**src/hdl/pvd_pkg.sv**
```systemverilog
// Shared constants and decode helpers for the prefix varint decoder.
// Depends on nothing; used by prefix_varint_decoder.
package pvd_pkg;

  localparam int unsigned ValueWidth = 64;
  localparam int unsigned ByteWidth  = 8;
  localparam int unsigned CountWidth = 4;
  // A header byte with all ones announces a raw value in the following bytes.
  localparam logic [CountWidth-1:0] RawCount = 4'd8;

  typedef logic [ValueWidth-1:0] value_t;
  typedef logic [CountWidth-1:0] count_t;

  // Number of trailing ones in a header byte, 0 to 8.
  function automatic count_t trailing_ones(input logic [ByteWidth-1:0] b);
    count_t n;
    logic   run;
    n   = '0;
    run = 1'b1;
    for (int i = 0; i < ByteWidth; i++) begin
      run = run & b[i];
      if (run) begin
        n = n + count_t'(1);
      end
    end
    return n;
  endfunction

  // Builds the value from the header, the gathered bytes and the last byte.
  function automatic value_t assemble(input logic [ByteWidth-1:0] first,
                                      input count_t n,
                                      input value_t acc,
                                      input logic [ByteWidth-1:0] last);
    value_t     v;
    logic [2:0] n3;
    logic [2:0] up;
    logic [3:0] down;
    logic [5:0] sign_pos;
    n3       = n[2:0];
    up       = 3'd7 - n3;
    down     = {1'b0, n3} + 4'd1;
    sign_pos = ({3'b000, n3} + 6'd1) * 6'd7;
    v        = (acc << up) | value_t'(first >> down);
    if (last[ByteWidth-1]) begin
      v = v | (~value_t'(0) << sign_pos);
    end
    if (n >= RawCount) begin
      v = acc;
    end
    return v;
  endfunction

endpackage

```
**src/hdl/prefix_varint_decoder.sv**
```systemverilog
// Top level of the prefix varint decoder: byte state tracking and result register.
// Depends on pvd_pkg for types, constants and the decode helpers.
//
// Usage: encoded bytes enter on the in_ channel, one per transaction, with
// buffer_end marking the last byte of the buffer. Each completed encoding, or
// a buffer that ends inside an encoding, yields one transaction on the out_
// channel; other bytes yield none. A transaction is taken at a rising edge
// with valid high and stall low.
// A result appears in the cycle after the byte that completes it is taken.
// Throughput: one byte per cycle while in_stall is low; a byte's decode is a
// single registered pass: trailing-ones count, byte placement and value assembly.
// Reset (rst, synchronous) returns the decoder to the start of an encoding
// and empties the result register.
// When the receiver stalls, the result register holds; in_stall rises only
// while a held result is still waiting, so bytes keep flowing otherwise.
module prefix_varint_decoder (
  input  logic        clk,
  input  logic        rst,
  input  logic        in_valid,
  output logic        in_stall,
  input  logic [7:0]  data_byte,
  input  logic        buffer_end,
  output logic        out_valid,
  input  logic        out_stall,
  output logic [63:0] decoded_value,
  output logic [3:0]  consumed_bytes,
  output logic        truncated
);

  logic             in_progress;
  pvd_pkg::count_t  bytes_remaining;
  pvd_pkg::count_t  extra_byte_count;
  logic [7:0]       header_byte;
  pvd_pkg::value_t  accumulator;

  logic             in_progress_next;
  pvd_pkg::count_t  bytes_remaining_next;
  pvd_pkg::count_t  extra_byte_count_next;
  logic [7:0]       header_byte_next;
  pvd_pkg::value_t  accumulator_next;

  logic             take;
  logic             fire;
  pvd_pkg::value_t  res_value;
  pvd_pkg::count_t  res_consumed;
  logic             res_trunc;

  pvd_pkg::count_t  head_n;
  logic [2:0]       idx;
  pvd_pkg::value_t  acc_upd;
  pvd_pkg::count_t  rem_dec;

  assign in_stall = out_valid & out_stall;
  assign take     = in_valid & ~in_stall;

  assign head_n  = pvd_pkg::trailing_ones(data_byte);
  assign idx     = 3'(extra_byte_count - bytes_remaining);
  assign acc_upd = accumulator | (pvd_pkg::value_t'(data_byte) << {idx, 3'b000});
  assign rem_dec = (bytes_remaining != '0) ? bytes_remaining - 4'd1 : bytes_remaining;

  always_comb begin
    in_progress_next      = in_progress;
    bytes_remaining_next  = bytes_remaining;
    extra_byte_count_next = extra_byte_count;
    header_byte_next      = header_byte;
    accumulator_next      = accumulator;
    fire                  = 1'b0;
    res_value             = '0;
    res_consumed          = '0;
    res_trunc             = 1'b0;
    if (!in_progress) begin
      if (head_n == '0) begin
        fire         = 1'b1;
        res_value    = pvd_pkg::assemble(data_byte, '0, '0, data_byte);
        res_consumed = 4'd1;
      end else if (buffer_end) begin
        fire      = 1'b1;
        res_trunc = 1'b1;
      end else begin
        in_progress_next      = 1'b1;
        header_byte_next      = data_byte;
        extra_byte_count_next = head_n;
        bytes_remaining_next  = head_n;
        accumulator_next      = '0;
      end
    end else begin
      accumulator_next     = acc_upd;
      bytes_remaining_next = rem_dec;
      if (rem_dec == '0) begin
        fire         = 1'b1;
        res_value    = pvd_pkg::assemble(header_byte, extra_byte_count, acc_upd, data_byte);
        res_consumed = extra_byte_count + 4'd1;
      end else if (buffer_end) begin
        fire      = 1'b1;
        res_trunc = 1'b1;
      end
      if (fire) begin
        in_progress_next      = 1'b0;
        bytes_remaining_next  = '0;
        extra_byte_count_next = '0;
        header_byte_next      = '0;
        accumulator_next      = '0;
      end
    end
  end

  always_ff @(posedge clk) begin
    if (rst) begin
      in_progress      <= 1'b0;
      bytes_remaining  <= '0;
      extra_byte_count <= '0;
      header_byte      <= '0;
      accumulator      <= '0;
    end else if (take) begin
      in_progress      <= in_progress_next;
      bytes_remaining  <= bytes_remaining_next;
      extra_byte_count <= extra_byte_count_next;
      header_byte      <= header_byte_next;
      accumulator      <= accumulator_next;
    end
  end

  // The result register loads only when it is empty or being drained.
  always_ff @(posedge clk) begin
    if (rst) begin
      out_valid <= 1'b0;
    end else if (take && fire) begin
      out_valid <= 1'b1;
    end else if (!out_stall) begin
      out_valid <= 1'b0;
    end
  end

  always_ff @(posedge clk) begin
    if (take && fire) begin
      decoded_value  <= res_value;
      consumed_bytes <= res_consumed;
      truncated      <= res_trunc;
    end
  end

endmodule
```
**config.mk**
```make
export PLATFORM = sky130hd
export DESIGN_NAME = prefix_varint_decoder
export DESIGN_NICKNAME = d
export VERILOG_FILES = /design/src/hdl/pvd_pkg.sv /design/src/hdl/prefix_varint_decoder.sv
export SDC_FILE = /design/constraint.sdc
export NUM_CORES = 1
export LEC_CHECK = 0
export ABC_AREA = 1
export BUFFER_PORTS_ARGS = -buffer_cell sky130_fd_sc_hd__buf_2
export CAP_MARGIN = 40
export CORE_MARGIN = 2
export CORE_UTILIZATION = 60
export DETAILED_ROUTE_END_ITERATION = 8
export PLACE_DENSITY = 0.79
export SYNTH_ARGS = -nofsm -noshare
export SYNTH_HDL_FRONTEND = slang
export SYNTH_SLANG_ARGS = --single-unit
```
**constraint.sdc**
```tcl
create_clock -name clk -period 7.43 [get_ports clk]
set_input_delay 1.1145 -clock clk [delete_from_list [all_inputs] [get_ports clk]]
set_output_delay 1.1145 -clock clk [all_outputs]
set_load 0.02 [all_outputs]
```
# ---- Word-level counts from Yosys, hierarchy flattened
# Cells that the tools add are included.
dict set report classes {
  addsub 13
  mul 1
  n_lt_le_gt_ge 1
  eq_ne 4
  shifts 4
  mux 46
  bitwise 13
  reduce_logical 6
}
# operator n
set op_table {}
lappend op_table {{64-bit 2-to-1 mux} 10}
lappend op_table {{64-bit OR} 3}
lappend op_table {{64-bit by 3-bit left shift with 64-bit output} 1}
lappend op_table {{64-bit by 6-bit left shift with 64-bit output, first input constant} 1}
lappend op_table {{8-bit by 6-bit left shift with 64-bit output} 1}
lappend op_table {{8-bit by 4-bit >> shifter with 64-bit output} 1}
lappend op_table {{4-bit 2-to-1 mux} 15}
lappend op_table {{8-bit 2-to-1 mux} 4}
lappend op_table {{4-bit by 1-bit adder with 4-bit output, second input constant} 7}
lappend op_table {{1-bit 2-to-1 mux} 16}
lappend op_table {{1-bit bitwise AND} 9}
lappend op_table {{3-bit by 1-bit adder with 4-bit output, second input constant} 2}
lappend op_table {{4-bit logical NOT} 2}
lappend op_table {{4-bit by 3-bit multiplier with 6-bit output, second input constant} 1}
lappend op_table {{2-bit by 1-bit inequality test with 1-bit output, second input constant} 3}
lappend op_table {{4-bit greater-or-equal comparator, second input constant} 1}
lappend op_table {{4-bit AND reduction} 1}
lappend op_table {{4-bit nonzero test} 1}
lappend op_table {{4-bit by 1-bit subtractor with 4-bit output, second input constant} 1}
lappend op_table {{3-bit AND reduction} 1}
lappend op_table {{3-bit subtractor} 1}
lappend op_table {{3-bit subtractor, first input constant} 1}
lappend op_table {{1-bit by 1-bit adder with 2-bit output, second input constant} 1}
lappend op_table {{2-bit 2-to-1 mux} 1}
lappend op_table {{other kinds (3)} 3}
dict set report word_totals {
  reg_bits 151
  in_bits 13
  output_inout_bits 71
  elab_cells 97
}

# ---- Depth between registers and ports, before layout
dict set report logic_depth {
  word_depth 20
  depth_mapped 31
  mapped_depth_nobuf 30
}

# ---- Least setup slack after synthesis
# Ideal clock, no wire load.
dict set report synth_timing {
  path_type {in2reg}
  start {input data_byte[1]}
  end {register consumed_bytes[0] (enable)}
  setup_time_ps 424
  arrival_time_ps 5799
  required_time_ps 7006
  setup_slack_ps 1207
  cell_stages 30
  path_buffers 1
  path_cell_list {inv_1 -> o21ai_1 -> inv_1 -> ha_1 -> inv_1 -> nand3_1 -> nand2_1 -> inv_1 -> ha_1 -> inv_1 -> nand3_1 -> and2_1 -> ha_1 -> nand3_1 -> nand2_1 -> ha_1 -> inv_1 -> nand2_1 -> nand2_1 -> inv_1 -> ha_1 -> inv_1 -> nor2_1 -> nand3b_1 -> a21oi_2 -> nand3_4 -> buf_2 -> nand2_1 -> nand2_1 -> inv_1}
}
dict set report synth_between {
  elab_chain_len 18
  word_cells_on_any_way 24
  cone_classes {add/sub (6); mux (9); bitwise (7); reduce/logical (2)}
}
# element line_no
set synth_lines {}
lappend synth_lines {{from (decl)} prefix_varint_decoder.sv:21} ;# input logic [7:0] data_byte,
lappend synth_lines {{1-bit bitwise AND (*)} pvd_pkg.sv:21} ;# run = run & b[i];
lappend synth_lines {{2-bit 2-to-1 mux} pvd_pkg.sv:22} ;# if (run) begin
lappend synth_lines {{4-bit by 1-bit adder with 4-bit output} pvd_pkg.sv:23} ;# n = n + count_t'(1);
lappend synth_lines {{4-bit 2-to-1 mux} pvd_pkg.sv:22}
lappend synth_lines {{4-bit by 1-bit adder with 4-bit output} pvd_pkg.sv:23}
lappend synth_lines {{4-bit 2-to-1 mux} pvd_pkg.sv:22}
lappend synth_lines {{4-bit by 1-bit adder with 4-bit output} pvd_pkg.sv:23}
lappend synth_lines {{4-bit 2-to-1 mux} pvd_pkg.sv:22}
lappend synth_lines {{(+2 left out)} -}
lappend synth_lines {{4-bit by 1-bit adder with 4-bit output} pvd_pkg.sv:23}
lappend synth_lines {{4-bit 2-to-1 mux} pvd_pkg.sv:22}
lappend synth_lines {{4-bit by 1-bit adder with 4-bit output} pvd_pkg.sv:23}
lappend synth_lines {{4-bit 2-to-1 mux (*)} pvd_pkg.sv:22}
lappend synth_lines {{4-bit logical NOT (*)} prefix_varint_decoder.sv:72} ;# if (head_n == '0) begin
lappend synth_lines {{1-bit 2-to-1 mux (*)} prefix_varint_decoder.sv:72}
lappend synth_lines {{1-bit 2-to-1 mux (*)} prefix_varint_decoder.sv:71} ;# if (!in_progress) begin
lappend synth_lines {{1-bit logical AND (*)} prefix_varint_decoder.sv:135} ;# if (take && fire) begin
lappend synth_lines {{to (signal assigned)} prefix_varint_decoder.sv:137} ;# consumed_bytes <= res_consumed;
lappend synth_lines {{to (decl)} prefix_varint_decoder.sv:26} ;# output logic [3:0] consumed_bytes,
# Mark *: on every way between the ends. The rest lies on a longest branch, timed or not.
# A chain may end at the register's enable or synchronous reset.

# ---- Worst setup path in the final report
dict set report layout_timing {
  start {input data_byte[1]}
  end {register decoded_value[33] (enable)}
}
dict set report layout_between {
  elab_chain_len 18
  word_cells_on_any_way 24
  cone_classes {add/sub (6); mux (9); bitwise (7); reduce/logical (2)}
}
# element line_no
set layout_lines {}
lappend layout_lines {{1-bit bitwise AND (*)} pvd_pkg.sv:21}
lappend layout_lines {{2-bit 2-to-1 mux} pvd_pkg.sv:22}
lappend layout_lines {{4-bit by 1-bit adder with 4-bit output} pvd_pkg.sv:23}
lappend layout_lines {{4-bit 2-to-1 mux} pvd_pkg.sv:22}
lappend layout_lines {{4-bit by 1-bit adder with 4-bit output} pvd_pkg.sv:23}
lappend layout_lines {{4-bit 2-to-1 mux} pvd_pkg.sv:22}
lappend layout_lines {{4-bit by 1-bit adder with 4-bit output} pvd_pkg.sv:23}
lappend layout_lines {{4-bit 2-to-1 mux} pvd_pkg.sv:22}
lappend layout_lines {{(+2 left out)} -}
lappend layout_lines {{4-bit by 1-bit adder with 4-bit output} pvd_pkg.sv:23}
lappend layout_lines {{4-bit 2-to-1 mux} pvd_pkg.sv:22}
lappend layout_lines {{4-bit by 1-bit adder with 4-bit output} pvd_pkg.sv:23}
lappend layout_lines {{4-bit 2-to-1 mux (*)} pvd_pkg.sv:22}
lappend layout_lines {{4-bit logical NOT (*)} prefix_varint_decoder.sv:72}
lappend layout_lines {{1-bit 2-to-1 mux (*)} prefix_varint_decoder.sv:72}
lappend layout_lines {{1-bit 2-to-1 mux (*)} prefix_varint_decoder.sv:71}
lappend layout_lines {{1-bit logical AND (*)} prefix_varint_decoder.sv:135}
lappend layout_lines {{to (signal assigned)} prefix_varint_decoder.sv:136} ;# decoded_value <= res_value;
lappend layout_lines {{to (decl)} prefix_varint_decoder.sv:25} ;# output logic [63:0] decoded_value,
# Marked as above.

==> results.md <==
Synth:
- The count of state elements after synthesis is 150.
- Synthesis produced roughly 1,600 cells.
- The fraction of the yosys area taken by sequential cells is 34.0%.
- The mean post-synth cell area is 6.82 um^2.
- The Yosys step of the flow raised 0 warnings.
- After synthesis, the netlist uses 38 different library cells.
- Summing every instance area after synthesis gives 10,900 um^2.
- The number of nets in the synthesized netlist is 1,626.

Timing:
- The final critical path takes up 73.1% of the cycle.
- The total count of max-transition violations in the final report is 0.
- The pin slew with the least headroom to its limit is 0.866 ns.
- The final worst hold slack is ~0.46 ns.
- For the finished layout, the period the worst path requires is 5.43 ns.
- The worst slew margin relative to its limit is 42.3%.
- Setup repair after global routing left no endpoint under its margin.
- The setup violation total in the final timing report is 0.
- The highest clock frequency the design can meet is 0.184 GHz.
- The setup TNS is 0 ns.
- The final clock skew is 0.0118 ns.
- The final hold violation count is 0.

Worst setup path:
- The critical path required time is 7.50 ns.
- The maximum fanout encountered on the critical timing path is 70.
- The depth of the worst register-to-register path is 15.
- In this design, the critical path's most frequently occurring cell is sky130_fd_sc_hd__inv_1.
- The highest cell delay on the worst timing path is 0.62 ns.
- The worst setup path category is in2reg.
- STA classifies the critical path startpoint as an input pin.
- The slowest stage of the critical path belongs to the cell sky130_fd_sc_hd__buf_4.
- The nature of the critical path endpoint is a register.
- The data arrival at the endpoint of the critical path is 5.50 ns.

CTS:
- The clock buffer count from CTS is 17.
- The insertion delay of the later-clocked pin in the worst-skew pair is 0.44 ns.
- The clock tree synthesis step divided the H-tree into 4 levels.
- The clock passes through at most 2 buffers.
- The number of hold buffers added after cts is 0.
- After clock tree synthesis, the repair step resized 0 gates.
- After clock tree synthesis, the clock-pin slew on the worst setup and hold paths is 0.07 ns.
- The clock sink count is 150.
- The clock tree from TritonCTS is yes.
- The buffers inserted during post-CTS setup optimization is 0.
- The root cell of the clock tree is sky130_fd_sc_hd__clkbuf_16.

Final layout:
- In the final layout, the share of cells above drive strength 1 is 13.1%.
- The number of antenna repair diodes is 0.
- The top cell types in the final layout, fill and taps aside, are sky130_fd_sc_hd__nand2_1 (489), sky130_fd_sc_hd__inv_1 (187), sky130_fd_sc_hd__o21ai_0 (120).
- The most common cell after layout, fill and taps aside is sky130_fd_sc_hd__nand2_1.
- The relative area change from synthesis to final layout is 9.64%.
- The sequential cell area in the final layout is 3700 um^2.
- After routing the design area is 11,900 um^2.
- The multi-input combinational cells in the finished layout cover a total of about 6000 um^2.
- After filler insertion, the fill cell instance count of the layout stands at 1,621.
- At the end of the flow, the number of nets in the layout was around 1,600.

Drt:
- The iteration count of the initial detailed-routing pass is 7.
- Using the TritonRoute via totals, the vias-per-cell ratio works out to 6.16.
- The number of DRC violations after detailed routing is 0.
- The first routing iteration left 1,822 violations.
- The mean routed wirelength per cell is 18.4 um.
- In this run the remaining antenna-violating nets after routing total 0.
- Wires add up to 33,800 um.
- The final route contains 11,335 vias.

Pwr:
- For this design the static power due to leakage is ~5.3 nW.
- The worst-case IR drop observed on VDD is 0.183 mV.
- The power per unit of standard cell area is 236 nW/um^2.

Floorplanning:
- The die is 139 um wide.
- The starting density of the core is 60.8%.
- The die covers around 19,000 um^2.
- The core region is about 18,000 um^2.
- The number of core rows is 49.
- The die is around 140 um tall.
- The count of pins on the block boundary is 84.

Flow run:
- The count of max-cap constraint violations is 0.

Worst hold path:
- The tightest min-delay check is of the reg2reg type.
- The worst hold path was traced through 2 stages.

Place:
- The global placement routability congestion is 0.973.
- The final HPWL from detailed placement is 23,700 um.
- Port buffering added 83 buffers.
- The placed instances occupy a cell area of about 11,000 um^2.

Global routing:
- After global routing the overflow that remains totals 0.
- The number of antenna violations at the first check in global routing is 0.
- In the global route stage, overall resource usage came out at 34.3%.
- The largest net degree at the start of global routing is 93.
- The global-route wire length before repair is 52,500 um.
- The via count of the first global-routing pass is 9,691.

Run status:
- The flow ran to the end, and the final reports show no timing, DRC or antenna violations.
flip-flops by register name, summed over array words and instances, names as in the netlist:
register / cells
bytes_remaining: 4
decoded_value: 64
consumed_bytes: 4
in_progress: 1
extra_byte_count: 4
truncated: 1
accumulator: 64
header_byte: 7
out_valid: 1
routing by layer:
metal	wire length, um	global-route usage (%)	up-vias
li1	-	-	5318
met1	14000	50.5	5144
met3	3930	6.66	108
met4	1460	15.3	0
met5	0	0	-
met2	14500	49.1	765
cells in the mapped netlist (all sizes together):
cell,number,share of area [%]
a21o,1,0.069
a21oi,118,7.4
a31oi,3,0.17
and2,1,0.058
buf,37,2.0
clkbuf,81,2.8
dfxtp,81,15
edfxtp,69,19
fa,4,0.74
ha,14,1.6
inv,195,6.7
mux2i,47,4.3
nand2,493,17
nand3,86,4.1
nand3b,1,0.069
nand4,79,4.7
nor2,54,1.9
nor3,39,1.8
o211ai,57,3.9
o21ai,122,5.6
o21bai,1,0.069
o221ai,1,0.081
o22ai,3,0.17
o31ai,1,0.069
or2,2,0.12
xnor2,1,0.081
xor2,4,0.32
final cells by class:
type	count	share of cell area, %
Clock buffer	22	4.25
Clock inverter	10	0.871
Inverter	195	6.14
Multi-Input combinational cell	1132	49.9
Sequential cell	150	31.0
Tap cell	229	2.40
Timing Repair Buffer	103	5.46
where the power goes:
part	switching (mW)	internal, mW	total, mW	leakage [nW]
sequential	0.0189	0.941	0.960	1.33
combinational	0.689	0.262	0.951	3.65
clock	0.376	0.525	0.901	0.303
cell families (layout without fill, tap and decap cells):
kind of cell,after synthesis,after routing,share of synthesized area (%)
compound gates,307,307,17.5
xor+xnor,5,5,0.403
fa+ha+maj,18,18,2.35
buf+inv,313,330,11.6
flops,150,150,34.0
mux,47,47,4.32
simple gates,755,755,29.9
critical path, delay by kind of cell:
| family | cells | cell delay [ns] |
|---|---|---|
| adders and majority gates | 5 | 1.40 |
| and+or+nand+nor | 13 | 1.27 |
| buffers and inverters | 10 | 1.18 |
| AOI/OAI and AO/OA | 2 | 0.43 |
path summary, 6_finish.rpt:
| check | from | to | slack, ns |
|---|---|---|---|
| worst max-delay path | data_byte[1] | decoded_value[33]$_DFFE_PP_ | 2.00 |
| worst min-delay path | accumulator[43]$_SDFFE_PP0P_ | accumulator[43]$_SDFFE_PP0P_ | 0.46 |
| worst max register to register | extra_byte_count[0]$_SDFFE_PP0P_ | decoded_value[27]$_DFFE_PP_ | 2.57 |
| worst min register to register | accumulator[43]$_SDFFE_PP0P_ | accumulator[43]$_SDFFE_PP0P_ | 0.46 |
stage by stage:
step | setup WS, ns | cells | total power [mW] | utilization (%)
6_report | 2.00 | 1841 | 2.81 | 66.6
4_1_cts | 2.05 | 1841 | 2.78 | 66.6
3_3_place_gp | 1.75 | 1804 | 1.87 | 62.5
3_5_place_dp | 1.60 | 1809 | 1.89 | 63.2
2_1_floorplan | 1.21 | 1595 | 1.65 | -
5_1_grt | 1.55 | 1841 | 2.93 | 66.6
No activity file was read; power rests on OpenSTA's default activity.
